## src/sv/rpaf_pkg.sv

```systemverilog
`timescale 1ns / 1ps
`default_nettype none

package rpaf_pkg;

  localparam int CHANNELS_DEF      = 32;
  localparam int HISTORY_DEPTH_DEF = 64;

  // The history ring is split into this many banks; one row of all banks is
  // compared per cycle. Must be a power of two, at least two.
  localparam int HIST_BANKS  = 16;
  localparam int QUEUE_DEPTH = 2;

  localparam int REL_W     = 3;
  localparam int IDX_W     = 28;
  localparam int CH_FIELD_W = 8;
  localparam int VERDICT_W = 3;

  typedef logic [REL_W-1:0]      rel_t;
  typedef logic [IDX_W-1:0]      idx_t;
  typedef logic [CH_FIELD_W-1:0] chan_t;
  typedef logic [VERDICT_W-1:0]  verdict_t;

  // Reliability codes carried in the packet header.
  localparam rel_t REL_UNRELIABLE          = 3'd0;
  localparam rel_t REL_UNRELIABLE_SEQ      = 3'd1;
  localparam rel_t REL_RELIABLE            = 3'd2;
  localparam rel_t REL_RELIABLE_ORD        = 3'd3;
  localparam rel_t REL_RELIABLE_SEQ        = 3'd4;
  localparam rel_t REL_UNRELIABLE_ACK      = 3'd5;
  localparam rel_t REL_RELIABLE_ACK        = 3'd6;
  localparam rel_t REL_RELIABLE_ORD_ACK    = 3'd7;

  localparam verdict_t V_DELIVER       = 3'd0;
  localparam verdict_t V_DUPLICATE     = 3'd1;
  localparam verdict_t V_BAD_CHANNEL   = 3'd2;
  localparam verdict_t V_OLD_SEQUENCED = 3'd3;
  localparam verdict_t V_HELD_AHEAD    = 3'd4;
  localparam verdict_t V_OLD_ORDERED   = 3'd5;

  // What the back end still has to do with an item.
  typedef enum logic [2:0] {
    KIND_PASS = 3'd0,
    KIND_DUP  = 3'd1,
    KIND_BAD  = 3'd2,
    KIND_SEQ  = 3'd3,
    KIND_ORD  = 3'd4
  } kind_t;

  typedef struct packed {
    kind_t kind;
    idx_t  idx;
    chan_t ch;
  } token_t;

  function automatic logic rpaf_is_reliable(rel_t r);
    logic res;
    case (r) inside
      REL_RELIABLE, REL_RELIABLE_ORD, REL_RELIABLE_SEQ,
      REL_RELIABLE_ACK, REL_RELIABLE_ORD_ACK: res = 1'b1;
      default: res = 1'b0;
    endcase
    return res;
  endfunction

  function automatic logic rpaf_is_sequenced(rel_t r);
    logic res;
    case (r) inside
      REL_UNRELIABLE_SEQ, REL_RELIABLE_SEQ: res = 1'b1;
      default: res = 1'b0;
    endcase
    return res;
  endfunction

  function automatic logic rpaf_is_ordered(rel_t r);
    logic res;
    case (r) inside
      REL_RELIABLE_ORD, REL_RELIABLE_ORD_ACK: res = 1'b1;
      default: res = 1'b0;
    endcase
    return res;
  endfunction

endpackage

`default_nettype wire

```

## src/sv/rpaf_ram.sv

```systemverilog
`timescale 1ns / 1ps
`default_nettype none

module rpaf_ram #(
  parameter  int WIDTH = 8,
  parameter  int DEPTH = 16,
  localparam int AW    = (DEPTH > 1) ? $clog2(DEPTH) : 1
) (
  input  wire logic             clk,
  input  wire logic             we,
  input  wire logic [AW-1:0]    waddr,
  input  wire logic [WIDTH-1:0] wdata,
  input  wire logic [AW-1:0]    raddr,
  output logic      [WIDTH-1:0] rdata
);

  logic [WIDTH-1:0] mem [DEPTH];

  always_ff @(posedge clk) begin
    if (we) begin
      mem[waddr] <= wdata;
    end
    rdata <= mem[raddr];
  end

endmodule

`default_nettype wire

```

## src/sv/rpaf_front.sv

```systemverilog
`timescale 1ns / 1ps
`default_nettype none

module rpaf_front #(
  parameter int CHANNELS      = rpaf_pkg::CHANNELS_DEF,
  parameter int HISTORY_DEPTH = rpaf_pkg::HISTORY_DEPTH_DEF
) (
  input  wire logic             clk,
  input  wire logic             rst_n,
  input  wire logic             push,
  output logic                  full,
  input  wire rpaf_pkg::rel_t   in_reliability,
  input  wire rpaf_pkg::idx_t   in_message_index,
  input  wire rpaf_pkg::idx_t   in_sequenced_index,
  input  wire rpaf_pkg::idx_t   in_ordered_index,
  input  wire rpaf_pkg::chan_t  in_order_channel,
  output logic                  tok_push,
  output rpaf_pkg::token_t      tok,
  input  wire logic             q_full
);

  import rpaf_pkg::*;

  localparam int ROWS   = (HISTORY_DEPTH + HIST_BANKS - 1) / HIST_BANKS;
  localparam int ROW_W  = (ROWS > 1) ? $clog2(ROWS) : 1;
  localparam int BANK_W = $clog2(HIST_BANKS);
  localparam int EIDX_W = ROW_W + BANK_W;
  localparam int PTR_W  = $clog2(HISTORY_DEPTH);
  localparam int FILL_W = $clog2(HISTORY_DEPTH + 1);
  localparam int CMP_W  = (EIDX_W > FILL_W) ? EIDX_W : FILL_W;

  typedef enum logic [3:0] {
    F_IDLE  = 4'b0001,
    F_SCAN  = 4'b0010,
    F_DRAIN = 4'b0100,
    F_PUSH  = 4'b1000
  } fstate_t;

  fstate_t state_r, state_nxt;

  rel_t  rel_r;
  idx_t  midx_r, sidx_r, oidx_r;
  chan_t ch_r;

  logic [ROW_W-1:0]  row_r, row_nxt;
  logic [ROW_W-1:0]  cmp_row_r, cmp_row_nxt;
  logic              cmp_vld_r, cmp_vld_nxt;
  logic              hit_r, hit_nxt;
  logic [PTR_W-1:0]  wptr_r, wptr_nxt;
  logic [FILL_W-1:0] fill_r, fill_nxt;

  logic                  accept;
  logic                  hist_we;
  logic                  reliable, sequenced, ordered, bad_ch;
  logic [EIDX_W-1:0]     wptr_ext;
  logic [BANK_W-1:0]     wbank;
  logic [ROW_W-1:0]      wrow;
  idx_t                  rdata [HIST_BANKS];
  logic [HIST_BANKS-1:0] bank_match;

  assign full   = (state_r != F_IDLE);
  assign accept = push && !full;

  assign reliable  = rpaf_is_reliable(rel_r);
  assign sequenced = rpaf_is_sequenced(rel_r);
  assign ordered   = rpaf_is_ordered(rel_r);
  assign bad_ch    = ({1'b0, ch_r} >= (CH_FIELD_W + 1)'(CHANNELS));

  // Entry i of the ring lives in bank i mod HIST_BANKS, row i / HIST_BANKS.
  assign wptr_ext = EIDX_W'(wptr_r);
  assign wbank    = wptr_ext[BANK_W-1:0];
  assign wrow     = wptr_ext[EIDX_W-1:BANK_W];

  assign tok_push = (state_r == F_PUSH) && !q_full;
  assign hist_we  = tok_push && reliable && !hit_r;

  for (genvar b = 0; b < HIST_BANKS; b++) begin : g_bank
    rpaf_ram #(
      .WIDTH (IDX_W),
      .DEPTH (ROWS)
    ) u_bank (
      .clk   (clk),
      .we    (hist_we && (wbank == BANK_W'(b))),
      .waddr (wrow),
      .wdata (midx_r),
      .raddr (row_r),
      .rdata (rdata[b])
    );

    // Entries at or beyond the fill count have never been written.
    assign bank_match[b] = cmp_vld_r && (rdata[b] == midx_r) &&
                           (CMP_W'({cmp_row_r, BANK_W'(b)}) < CMP_W'(fill_r));
  end

  always_comb begin
    state_nxt   = state_r;
    row_nxt     = row_r;
    hit_nxt     = hit_r || (|bank_match);
    cmp_vld_nxt = (state_r == F_SCAN);
    cmp_row_nxt = row_r;
    wptr_nxt    = wptr_r;
    fill_nxt    = fill_r;
    unique case (state_r)
      F_IDLE: begin
        if (accept) begin
          row_nxt   = '0;
          hit_nxt   = 1'b0;
          state_nxt = rpaf_is_reliable(in_reliability) ? F_SCAN : F_PUSH;
        end
      end
      F_SCAN: begin
        row_nxt = row_r + 1'b1;
        if (row_r == ROW_W'(ROWS - 1)) begin
          state_nxt = F_DRAIN;
        end
      end
      F_DRAIN: begin
        state_nxt = F_PUSH;
      end
      F_PUSH: begin
        if (!q_full) begin
          state_nxt = F_IDLE;
        end
        if (hist_we) begin
          wptr_nxt = (wptr_r == PTR_W'(HISTORY_DEPTH - 1)) ? '0 : wptr_r + 1'b1;
          if (fill_r != FILL_W'(HISTORY_DEPTH)) begin
            fill_nxt = fill_r + 1'b1;
          end
        end
      end
      default: begin
        state_nxt = F_IDLE;
      end
    endcase
  end

  // Classification of the finished item for the back end.
  always_comb begin
    tok.ch  = ch_r;
    tok.idx = sequenced ? sidx_r : oidx_r;
    if (reliable && hit_r) begin
      tok.kind = KIND_DUP;
    end else if (!sequenced && !ordered) begin
      tok.kind = KIND_PASS;
    end else if (bad_ch) begin
      tok.kind = KIND_BAD;
    end else if (sequenced) begin
      tok.kind = KIND_SEQ;
    end else begin
      tok.kind = KIND_ORD;
    end
  end

  always_ff @(posedge clk) begin
    if (!rst_n) begin
      state_r   <= F_IDLE;
      row_r     <= '0;
      cmp_row_r <= '0;
      cmp_vld_r <= 1'b0;
      hit_r     <= 1'b0;
      wptr_r    <= '0;
      fill_r    <= '0;
    end else begin
      state_r   <= state_nxt;
      row_r     <= row_nxt;
      cmp_row_r <= cmp_row_nxt;
      cmp_vld_r <= cmp_vld_nxt;
      hit_r     <= hit_nxt;
      wptr_r    <= wptr_nxt;
      fill_r    <= fill_nxt;
    end
  end

  always_ff @(posedge clk) begin
    if (accept) begin
      rel_r  <= in_reliability;
      midx_r <= in_message_index;
      sidx_r <= in_sequenced_index;
      oidx_r <= in_ordered_index;
      ch_r   <= in_order_channel;
    end
  end

  a_fill_bound: assert property (@(posedge clk) disable iff (!rst_n)
    fill_r <= FILL_W'(HISTORY_DEPTH))
    else $error("history fill count above depth");

  a_ptr_tracks_fill: assert property (@(posedge clk) disable iff (!rst_n)
    (fill_r != FILL_W'(HISTORY_DEPTH)) |-> (FILL_W'(wptr_r) == fill_r))
    else $error("write pointer out of step with fill count before wrap");

  a_busy_after_accept: assert property (@(posedge clk) disable iff (!rst_n)
    accept |=> full)
    else $error("front end free again right after taking an item");

endmodule

`default_nettype wire

```

## src/sv/rpaf_queue.sv

```systemverilog
`timescale 1ns / 1ps
`default_nettype none

module rpaf_queue (
  input  wire logic              clk,
  input  wire logic              rst_n,
  input  wire logic              push,
  input  wire rpaf_pkg::token_t  push_tok,
  output logic                   full,
  input  wire logic              pop,
  output rpaf_pkg::token_t       head,
  output logic                   empty
);

  import rpaf_pkg::*;

  localparam int PTR_W = (QUEUE_DEPTH > 1) ? $clog2(QUEUE_DEPTH) : 1;
  localparam int CNT_W = $clog2(QUEUE_DEPTH + 1);

  token_t            slot_r [QUEUE_DEPTH];
  logic [PTR_W-1:0]  wptr_r, wptr_nxt;
  logic [PTR_W-1:0]  rptr_r, rptr_nxt;
  logic [CNT_W-1:0]  cnt_r, cnt_nxt;
  logic              do_push, do_pop;

  assign full    = (cnt_r == CNT_W'(QUEUE_DEPTH));
  assign empty   = (cnt_r == '0);
  assign do_push = push && !full;
  assign do_pop  = pop && !empty;
  assign head    = slot_r[rptr_r];

  always_comb begin
    wptr_nxt = wptr_r;
    rptr_nxt = rptr_r;
    cnt_nxt  = cnt_r;
    if (do_push) begin
      wptr_nxt = (wptr_r == PTR_W'(QUEUE_DEPTH - 1)) ? '0 : wptr_r + 1'b1;
    end
    if (do_pop) begin
      rptr_nxt = (rptr_r == PTR_W'(QUEUE_DEPTH - 1)) ? '0 : rptr_r + 1'b1;
    end
    if (do_push && !do_pop) begin
      cnt_nxt = cnt_r + 1'b1;
    end else if (do_pop && !do_push) begin
      cnt_nxt = cnt_r - 1'b1;
    end
  end

  always_ff @(posedge clk) begin
    if (!rst_n) begin
      wptr_r <= '0;
      rptr_r <= '0;
      cnt_r  <= '0;
    end else begin
      wptr_r <= wptr_nxt;
      rptr_r <= rptr_nxt;
      cnt_r  <= cnt_nxt;
    end
  end

  always_ff @(posedge clk) begin
    if (do_push) begin
      slot_r[wptr_r] <= push_tok;
    end
  end

endmodule

`default_nettype wire

```

## src/sv/rpaf_back.sv

```systemverilog
`timescale 1ns / 1ps
`default_nettype none

module rpaf_back #(
  parameter int CHANNELS = rpaf_pkg::CHANNELS_DEF
) (
  input  wire logic               clk,
  input  wire logic               rst_n,
  input  wire logic               q_empty,
  output logic                    q_pop,
  input  wire rpaf_pkg::token_t   tok,
  input  wire logic               pop,
  output logic                    empty,
  output rpaf_pkg::verdict_t      out_verdict
);

  import rpaf_pkg::*;

  localparam int CH_W = (CHANNELS > 1) ? $clog2(CHANNELS) : 1;

  typedef enum logic [1:0] {
    B_IDLE = 2'b01,
    B_EXEC = 2'b10
  } bstate_t;

  bstate_t state_r, state_nxt;

  kind_t          kind_r;
  idx_t           idx_r;
  logic [CH_W-1:0] ch_r;

  logic [CHANNELS-1:0] seq_vld_r, seq_vld_nxt;
  logic [CHANNELS-1:0] ord_vld_r, ord_vld_nxt;
  logic                out_vld_r, out_vld_nxt;
  verdict_t            verdict_r, verdict_nxt;

  logic [CH_W-1:0] raddr;
  idx_t            rdata_s, rdata_o;
  idx_t            exp_s, exp_o;
  idx_t            next_idx;
  logic            slot_free, load;
  logic            seq_adv, ord_adv;
  logic            seq_we, ord_we;
  verdict_t        verdict_calc;

  assign q_pop = (state_r == B_IDLE) && !q_empty;

  // The channel stores are read with the queue head while idle and then
  // held on the latched channel until the result is loaded.
  assign raddr = (state_r == B_IDLE) ? tok.ch[CH_W-1:0] : ch_r;

  rpaf_ram #(
    .WIDTH (IDX_W),
    .DEPTH (CHANNELS)
  ) u_exp_seq (
    .clk   (clk),
    .we    (seq_we),
    .waddr (ch_r),
    .wdata (next_idx),
    .raddr (raddr),
    .rdata (rdata_s)
  );

  rpaf_ram #(
    .WIDTH (IDX_W),
    .DEPTH (CHANNELS)
  ) u_exp_ord (
    .clk   (clk),
    .we    (ord_we),
    .waddr (ch_r),
    .wdata (next_idx),
    .raddr (raddr),
    .rdata (rdata_o)
  );

  // A channel that was never advanced still expects index zero.
  assign exp_s    = seq_vld_r[ch_r] ? rdata_s : '0;
  assign exp_o    = ord_vld_r[ch_r] ? rdata_o : '0;
  assign next_idx = idx_r + 1'b1;

  assign slot_free = !out_vld_r || pop;
  assign load      = (state_r == B_EXEC) && slot_free;
  assign seq_we    = load && seq_adv;
  assign ord_we    = load && ord_adv;
  assign empty     = !out_vld_r;
  assign out_verdict = verdict_r;

  always_comb begin
    seq_adv      = 1'b0;
    ord_adv      = 1'b0;
    verdict_calc = V_DELIVER;
    unique case (kind_r)
      KIND_PASS: verdict_calc = V_DELIVER;
      KIND_DUP:  verdict_calc = V_DUPLICATE;
      KIND_BAD:  verdict_calc = V_BAD_CHANNEL;
      KIND_SEQ: begin
        if (idx_r < exp_s) begin
          verdict_calc = V_OLD_SEQUENCED;
        end else begin
          seq_adv = 1'b1;
        end
      end
      KIND_ORD: begin
        if (idx_r == exp_o) begin
          ord_adv = 1'b1;
        end else if (idx_r > exp_o) begin
          verdict_calc = V_HELD_AHEAD;
        end else begin
          verdict_calc = V_OLD_ORDERED;
        end
      end
      default: verdict_calc = V_DELIVER;
    endcase
  end

  always_comb begin
    state_nxt   = state_r;
    seq_vld_nxt = seq_vld_r;
    ord_vld_nxt = ord_vld_r;
    out_vld_nxt = out_vld_r;
    verdict_nxt = verdict_r;
    if (pop) begin
      out_vld_nxt = 1'b0;
    end
    unique case (state_r)
      B_IDLE: begin
        if (q_pop) begin
          state_nxt = B_EXEC;
        end
      end
      B_EXEC: begin
        if (load) begin
          state_nxt   = B_IDLE;
          out_vld_nxt = 1'b1;
          verdict_nxt = verdict_calc;
        end
      end
      default: begin
        state_nxt = B_IDLE;
      end
    endcase
    if (seq_we) begin
      seq_vld_nxt[ch_r] = 1'b1;
    end
    if (ord_we) begin
      ord_vld_nxt[ch_r] = 1'b1;
    end
  end

  always_ff @(posedge clk) begin
    if (!rst_n) begin
      state_r   <= B_IDLE;
      seq_vld_r <= '0;
      ord_vld_r <= '0;
      out_vld_r <= 1'b0;
    end else begin
      state_r   <= state_nxt;
      seq_vld_r <= seq_vld_nxt;
      ord_vld_r <= ord_vld_nxt;
      out_vld_r <= out_vld_nxt;
    end
  end

  always_ff @(posedge clk) begin
    verdict_r <= verdict_nxt;
    if (q_pop) begin
      kind_r <= tok.kind;
      idx_r  <= tok.idx;
      ch_r   <= tok.ch[CH_W-1:0];
    end
  end

  a_stall_holds_item: assert property (@(posedge clk) disable iff (!rst_n)
    (state_r == B_EXEC && !slot_free) |=> (state_r == B_EXEC))
    else $error("item left the execute stage without a free result slot");

  a_seq_marked: assert property (@(posedge clk) disable iff (!rst_n)
    seq_we |=> seq_vld_r[$past(ch_r)])
    else $error("sequenced channel advanced but not marked written");

  a_load_shows_result: assert property (@(posedge clk) disable iff (!rst_n)
    load |=> !empty)
    else $error("verdict loaded but result side still empty");

endmodule

`default_nettype wire

```

## src/sv/reliable_packet_admission_filter_core.sv

```systemverilog
// A reliable item is swept through every row of the banked history and then handed to the queue;
// any other item goes to the queue directly. The back end pops it, reads the channel stores and
// loads the verdict, waiting while the result side still holds the last one. The history scan
// paces reliable items; the front end takes a new item while the back end works on the last.
// Reset (synchronous, active low) clears all control state, the history fill count and the
// per-channel written bits at once; no clearing pass is needed.
`timescale 1ns / 1ps
`default_nettype none

module reliable_packet_admission_filter_core #(
  parameter int CHANNELS      = rpaf_pkg::CHANNELS_DEF,
  parameter int HISTORY_DEPTH = rpaf_pkg::HISTORY_DEPTH_DEF
) (
  input  wire logic              clk,
  input  wire logic              rst_n,
  // Input item channel, queue style.
  input  wire logic              push,
  output logic                   full,
  input  wire rpaf_pkg::rel_t    in_reliability,
  input  wire rpaf_pkg::idx_t    in_message_index,
  input  wire rpaf_pkg::idx_t    in_sequenced_index,
  input  wire rpaf_pkg::idx_t    in_ordered_index,
  input  wire rpaf_pkg::chan_t   in_order_channel,
  // Result item channel, queue style.
  output logic                   empty,
  input  wire logic              pop,
  output rpaf_pkg::verdict_t     out_verdict
);

  import rpaf_pkg::*;

  // The front end takes one item at a time. For a reliable item it sweeps
  // the duplicate history, one row of all banks per cycle, and then records
  // the message index if it was not seen. It also settles whether the item
  // is a duplicate, needs no channel work, or has a channel out of range,
  // and hands a compact item to the queue.
  //
  // The back end pops the queue, reads the per-channel expected indices,
  // applies the sequenced or ordered rule, and loads the verdict into the
  // output register. A waiting verdict does not stop the front end: the
  // queue in between absorbs up to two items while the result side stalls.

  logic   tok_push;
  logic   q_full;
  logic   q_pop;
  logic   q_empty;
  token_t front_tok;
  token_t head_tok;

  rpaf_front #(
    .CHANNELS      (CHANNELS),
    .HISTORY_DEPTH (HISTORY_DEPTH)
  ) u_front (
    .clk                (clk),
    .rst_n              (rst_n),
    .push               (push),
    .full               (full),
    .in_reliability     (in_reliability),
    .in_message_index   (in_message_index),
    .in_sequenced_index (in_sequenced_index),
    .in_ordered_index   (in_ordered_index),
    .in_order_channel   (in_order_channel),
    .tok_push           (tok_push),
    .tok                (front_tok),
    .q_full             (q_full)
  );

  // Short item queue between classification and channel execution.
  rpaf_queue u_queue (
    .clk      (clk),
    .rst_n    (rst_n),
    .push     (tok_push),
    .push_tok (front_tok),
    .full     (q_full),
    .pop      (q_pop),
    .head     (head_tok),
    .empty    (q_empty)
  );

  rpaf_back #(
    .CHANNELS (CHANNELS)
  ) u_back (
    .clk         (clk),
    .rst_n       (rst_n),
    .q_empty     (q_empty),
    .q_pop       (q_pop),
    .tok         (head_tok),
    .pop         (pop),
    .empty       (empty),
    .out_verdict (out_verdict)
  );

endmodule

`default_nettype wire

```

## config.mk

```make
export PLATFORM = sky130hd
export DESIGN_NAME = reliable_packet_admission_filter_core
export DESIGN_NICKNAME = d
export VERILOG_FILES = /design/src/sv/rpaf_pkg.sv /design/src/sv/rpaf_ram.sv /design/src/sv/rpaf_front.sv /design/src/sv/rpaf_queue.sv /design/src/sv/rpaf_back.sv /design/src/sv/reliable_packet_admission_filter_core.sv
export SDC_FILE = /design/constraint.sdc
export NUM_CORES = 2
export LEC_CHECK = 0
export ABC_AREA = 1
export BUFFER_PORTS_ARGS = -buffer_cell sky130_fd_sc_hd__buf_2
export CAP_MARGIN = 20
export CELL_PAD_IN_SITES_DETAIL_PLACEMENT = 1
export CELL_PAD_IN_SITES_GLOBAL_PLACEMENT = 1
export CORE_AREA = 2 2 629 631
export DETAILED_ROUTE_END_ITERATION = 10
export DIE_AREA = 0 0 631 633
export HOLD_SLACK_MARGIN = 0.15
export PLACE_DENSITY_LB_ADDON = 0.1
export SLEW_MARGIN = 10
export SYNTH_ARGS = -nofsm -noshare
export SYNTH_HDL_FRONTEND = slang
export SYNTH_SLANG_ARGS = --single-unit
```

## constraint.sdc

```tcl
create_clock -name clk -period 16.7 [get_ports clk]
set_input_delay 2.505 -clock clk [delete_from_list [all_inputs] [get_ports clk]]
set_output_delay 2.505 -clock clk [all_outputs]
set_load 0.01 [all_outputs]
```

==> flow_results.org <==
** Outcome
- The flow ran to the end, and the final reports show no timing, DRC or antenna violations.

** Clock network
- Clk Latency, worst-skew pair :: 1.01 ns
- The clock drives 4,389 sinks.
- No sink is reached through more buffers than the 4 on the longest clock path.
- Clock tree from TritonCTS :: done
- Cts-stage hold buffer count :: 0
- The number of setup buffers added after CTS is 0.
- Buffers inserted during clock tree synthesis total 462.
- Post_cts resized :: 0
- Level count of the clock H-tree :: 5
- The root buffer cell chosen for the clock tree is sky130_fd_sc_hd__clkbuf_16.
- After clock tree synthesis, the clock-pin slew on the worst setup and hold paths is approximately 0.06 ns.

** Cells and area
- Register area :: around 130,000 µm²
- Area added between synthesis and finish :: 14.02%
- After filler insertion, the fill cell instance count of the layout stands at around 39,000.
- Multi-input gate area in the final layout :: 35,700 µm²
- Final standard cell count with taps included and fillers excluded :: 17,820
- Fin util :: approximately 48%
- Share of post-route cells with drive strength above 1 :: 10.53%
- The net count of the finished layout is 12,360.

** Timing
- Between clock sinks in the finished design, the worst skew comes to 0.06839 ns.
- Setup slack closes at between 10 and 15 ns.
- Summed over all failing endpoints, the final setup total negative slack is 0 ns.
- Static timing analysis puts the maximum clock frequency at 151.3 MHz.
- Setup violations remaining at the end of the flow were counted as 0.
- Max-Slew Margin vs Limit :: a little over a fifth
- RSZ-0062 raised after global routing :: false
- Post-route fraction of the period consumed by the critical path :: 39.59%
- Slew Viols, Final :: 0
- Final-report hold violation count :: 0
- At the pin with the least slew margin, the transition time is 1.176 ns.
- The smallest clock period supported by the final layout is computed as approximately 6.6 ns.

** Floorplan
- For this configuration, the core starts out at a cell density of between 40% and 50%.
- In this run the vertical extent of the chip is 633 µm.
- The floorplan has 230 rows.
- Ports :: about 100
- Die boundary width :: around 630 µm
- Full die area :: ~400,000 µm²
- Placeable core region :: roughly 390,000 µm²

** Synthesis
- After synthesis the netlist holds a flip-flop and latch count of roughly 4,400.
- Counting every net in the synthesized netlist gives ~12,000.
- Sequential cell area fraction in the yosys report :: around three quarters
- Number of instances in the synthesized netlist :: between 10,000 and 15,000
- Mean instance size in the synthesized netlist :: between 10 and 15 µm²
- Number of unique standard cell types used by synthesis :: 48
- The mapped netlist covers between 150,000 and 200,000 µm².
- During synthesis, Yosys emitted a total of 0 warnings.

** Setup path
- The cell that appears most often on the critical path is sky130_fd_sc_hd__buf_4.
- Type of the setup path with the least slack :: flop to flop
- Critical path endpoint category :: flop
- Sum of buffers and inverters on the critical path :: 8
- Maximum single-stage delay on the critical path :: around 0.74 ns
- In this run the worst path has a maximum fanout of 210.
- The critical path goes through buf_4 > inv_2 > nand2_1 > nand3_1 > nand2_4 > inv_8 > buf_12 > buf_4 > buf_4 > buf_4 > buf_16 > o21ai_0 > o221ai_1 > nand3_1 > nand2_1 > a31oi_1 > a31oi_1.
- For the worst setup path, the data required time is ~18 ns.
- STA puts the critical path data arrival time at between 7 and 8 ns.
- Critical path launch point type :: flop
- Cell with the largest stage delay on the worst path :: sky130_fd_sc_hd__buf_4
- Worst path top cell family by delay :: buffers and inverters

** Place
- Once detailed placement completed, the half-perimeter wirelength came to roughly 280,000 µm.
- Port Buffers :: 103
- Pre-CTS worst setup slack :: roughly 10 ns
- Number of cells in the design after placement :: ~17,000
- Weighted congestion at the end of routability-driven global placement :: 0.8489

** Power
- Sequential group share of total power :: 41.6%
- In this run switching power makes up 34.90% of total power.
- Leakage dissipation :: roughly 61 nW
- Across the VDD grid, the largest voltage drop is about 0.21 mV.
- Pwr Density :: approximately 170 nW/µm²
- Cell internal power was estimated by the tool at between 20 and 25 mW.
- Sw power :: between 10 and 15 mW
- The share of total power dissipated in combinational logic is between 20% and 30%.
- Proportion of power drawn by the clock network :: between 30% and 40%

** Job
- Count of max-cap constraint violations :: 0

** Route
- Number of search-and-repair iterations in the first detailed-routing pass :: 5
- In this run, the number of DRC markers left after iteration 0 of detailed routing was around 7,600.
- DRC violation count after routing :: 0
- Using the TritonRoute via totals, the vias-per-cell ratio works out to 5.697.
- Summing over every cut layer, the via total after detailed routing is approximately 100k.
- Dividing the detail-routed wire length by the instance count gives 28.53 µm.
- Final wirelength :: between 500,000 and 600,000 µm
- The count of nets left with antenna violations once routing finished came out at 0.

** Global routing
- Entering global routing, the biggest net connects 211 pins.
- The total overflow left after global routing is 0.
- The first global-routing pass estimated roughly 740,000 µm of wire.
- Across every metal layer, demand over resource in global routing totals 25.00%.
- Number of antenna violations at the first check in global routing :: 10
- The via count of the first global-routing pass came to ~110k.

** Worst hold path
- In this run the worst hold path is classified as flop to flop.
-- path summary, 6_finish.rpt --
path,start,end,slack (ns),cells past startpoint
setup reg to reg,flop,u_back.u_exp_seq.rdata[3],10.09,17
hold / removal,u_front.g_bank[11].u_bank.mem[0][23],u_front.g_bank[11].u_bank.rdata[23],0.45,2
setup / recovery,flop,u_back.u_exp_seq.rdata[3],10.09,17
hold reg to reg,u_front.g_bank[11].u_bank.mem[0][23],u_front.g_bank[11].u_bank.rdata[23],0.45,2
-- cells by family (layout without fill, tap and decap cells) --
group / count (synthesis) / count (layout) / synth area share, %
AND/OR/NAND/NOR: 3158 / 3158 / 7.770
other: 0 / 7 / 0
flip-flops: 4389 / 4389 / 76.47
buffers and inverters: 995 / 1517 / 2.361
adder cells (fa/ha/maj): 67 / 67 / 0.5096
AO/OA/AOI/OAI: 3072 / 3072 / 10.81
XOR/XNOR: 391 / 391 / 2.082
-- synth_stat cells (all sizes together) --
cell	n	area share [%]
o41ai	1	0.0053
o21ai	1882	5.7
xnor2	244	1.3
or4	1	0.0046
a22o	9	0.048
o22ai	558	2.1
a2111oi	1	0.0053
nand3b	3	0.014
a21o	1	0.0046
nor2	2113	4.8
edfxtp	3790	69
nor3	79	0.25
nand4	70	0.27
a211oi	5	0.023
o211ai	75	0.34
or2	38	0.14
a31oi	100	0.38
buf	105	0.33
o21a	2	0.0091
clkbuf	674	1.5
o221ai	344	1.8
nand3	196	0.68
a221oi	1	0.0053
nand2	613	1.4
xor2	147	0.78
a21oi	84	0.26
clkinv	6	0.014
nor3b	3	0.014
nor4b	2	0.011
inv	210	0.48
dfxtp	599	7.3
ha	67	0.51
nor4	40	0.16
o2111ai	9	0.048
-- worst register-to-register path, cell delays in order, from the launching register on --
cell and delay [ns]:
sky130_fd_sc_hd__dfxtp_1 0.30, sky130_fd_sc_hd__buf_4 0.25, sky130_fd_sc_hd__inv_2 0.56, sky130_fd_sc_hd__nand2_1 0.19, sky130_fd_sc_hd__nand3_1 0.20, sky130_fd_sc_hd__nand2_4 0.38
sky130_fd_sc_hd__inv_8 0.64, sky130_fd_sc_hd__buf_12 0.81, sky130_fd_sc_hd__buf_4 0.79, sky130_fd_sc_hd__buf_4 0.71, sky130_fd_sc_hd__buf_4 0.49, sky130_fd_sc_hd__buf_16 0.30
sky130_fd_sc_hd__o21ai_0 0.24, sky130_fd_sc_hd__o221ai_1 0.25, sky130_fd_sc_hd__nand3_1 0.11, sky130_fd_sc_hd__nand2_1 0.11, sky130_fd_sc_hd__a31oi_1 0.05, sky130_fd_sc_hd__a31oi_1 0.18
-- final cells by class --
| cell class | count | share of cell area, % |
|---|---|---|
| antenna | 7 | 0.009339 |
| clock buffer | 656 | 6.857 |
| clock inverter | 209 | 1.243 |
| inverter | 216 | 0.4549 |
| multi-input combinational | 6688 | 19.03 |
| sequential | 4389 | 67.07 |
| tap | 5220 | 3.482 |
| timing repair buffer | 436 | 1.851 |
-- sequential cells by signal, indices dropped and copies added (netlist names), 32 cells and up, named ones only --
name	flops
u_back.u_exp_ord.mem	896
u_front.g_bank.u_bank.rdata	448
u_back.ord_vld_r	32
u_back.u_exp_seq.mem	896
u_front.g_bank.u_bank.mem	1792
u_queue.slot_r	72
u_back.seq_vld_r	32
-- layout by cell type, fill, tap and decap left out, drive strengths merged, types with 5 or more instances in the layout --
cell type	instances
clkbuf	656
o221ai	344
or2	38
a211oi	5
o2111ai	9
clkinv	154
diode	7
o211ai	75
ha	67
nor2	2113
xor2	147
nand2	613
nand4	70
clkinvlp	9
bufinv	39
o22ai	558
nand3	196
o21ai	1882
a31oi	100
edfxtp	3790
xnor2	244
nor4	40
dfxtp	599
a22o	9
inv	223
a21oi	84
buf	436
nor3	79
-- metrics by stage --
stage,hold slack [ns],power (mW),cell area [µm²]
floorplan,0.4209,18.48,164500
detailed placement,0.4482,22.46,172200
CTS,0.4438,32.74,187400
global placement,0.4373,22.17,172000
global route,0.4758,33.80,187600
finish,0.4485,32.49,187600
-- metal layers --
| metal | vias to the layer above | wire (µm) | global-route usage, % |
|---|---|---|---|
| li1 | 44980 | - | - |
| met1 | 53700 | 209000 | 30.93 |
| met2 | 2068 | 258900 | 44.66 |
| met3 | 785 | 17760 | 2.686 |
| met4 | 0 | 22680 | 10.18 |
| met5 | - | 0 | 0 |
-- power by group through the flow --
stage | Combinational (mW) | Sequential [mW] | Clock, mW
floorplan | 4.73 | 13.7 | 0
global placement | 8.42 | 13.8 | 0
detailed placement | 8.72 | 13.7 | 0
CTS | 8.76 | 13.5 | 10.5
global route | 9.37 | 13.5 | 10.9
finish | 8.68 | 13.5 | 10.3
Note: power is estimated with default switching activity, not from simulation.
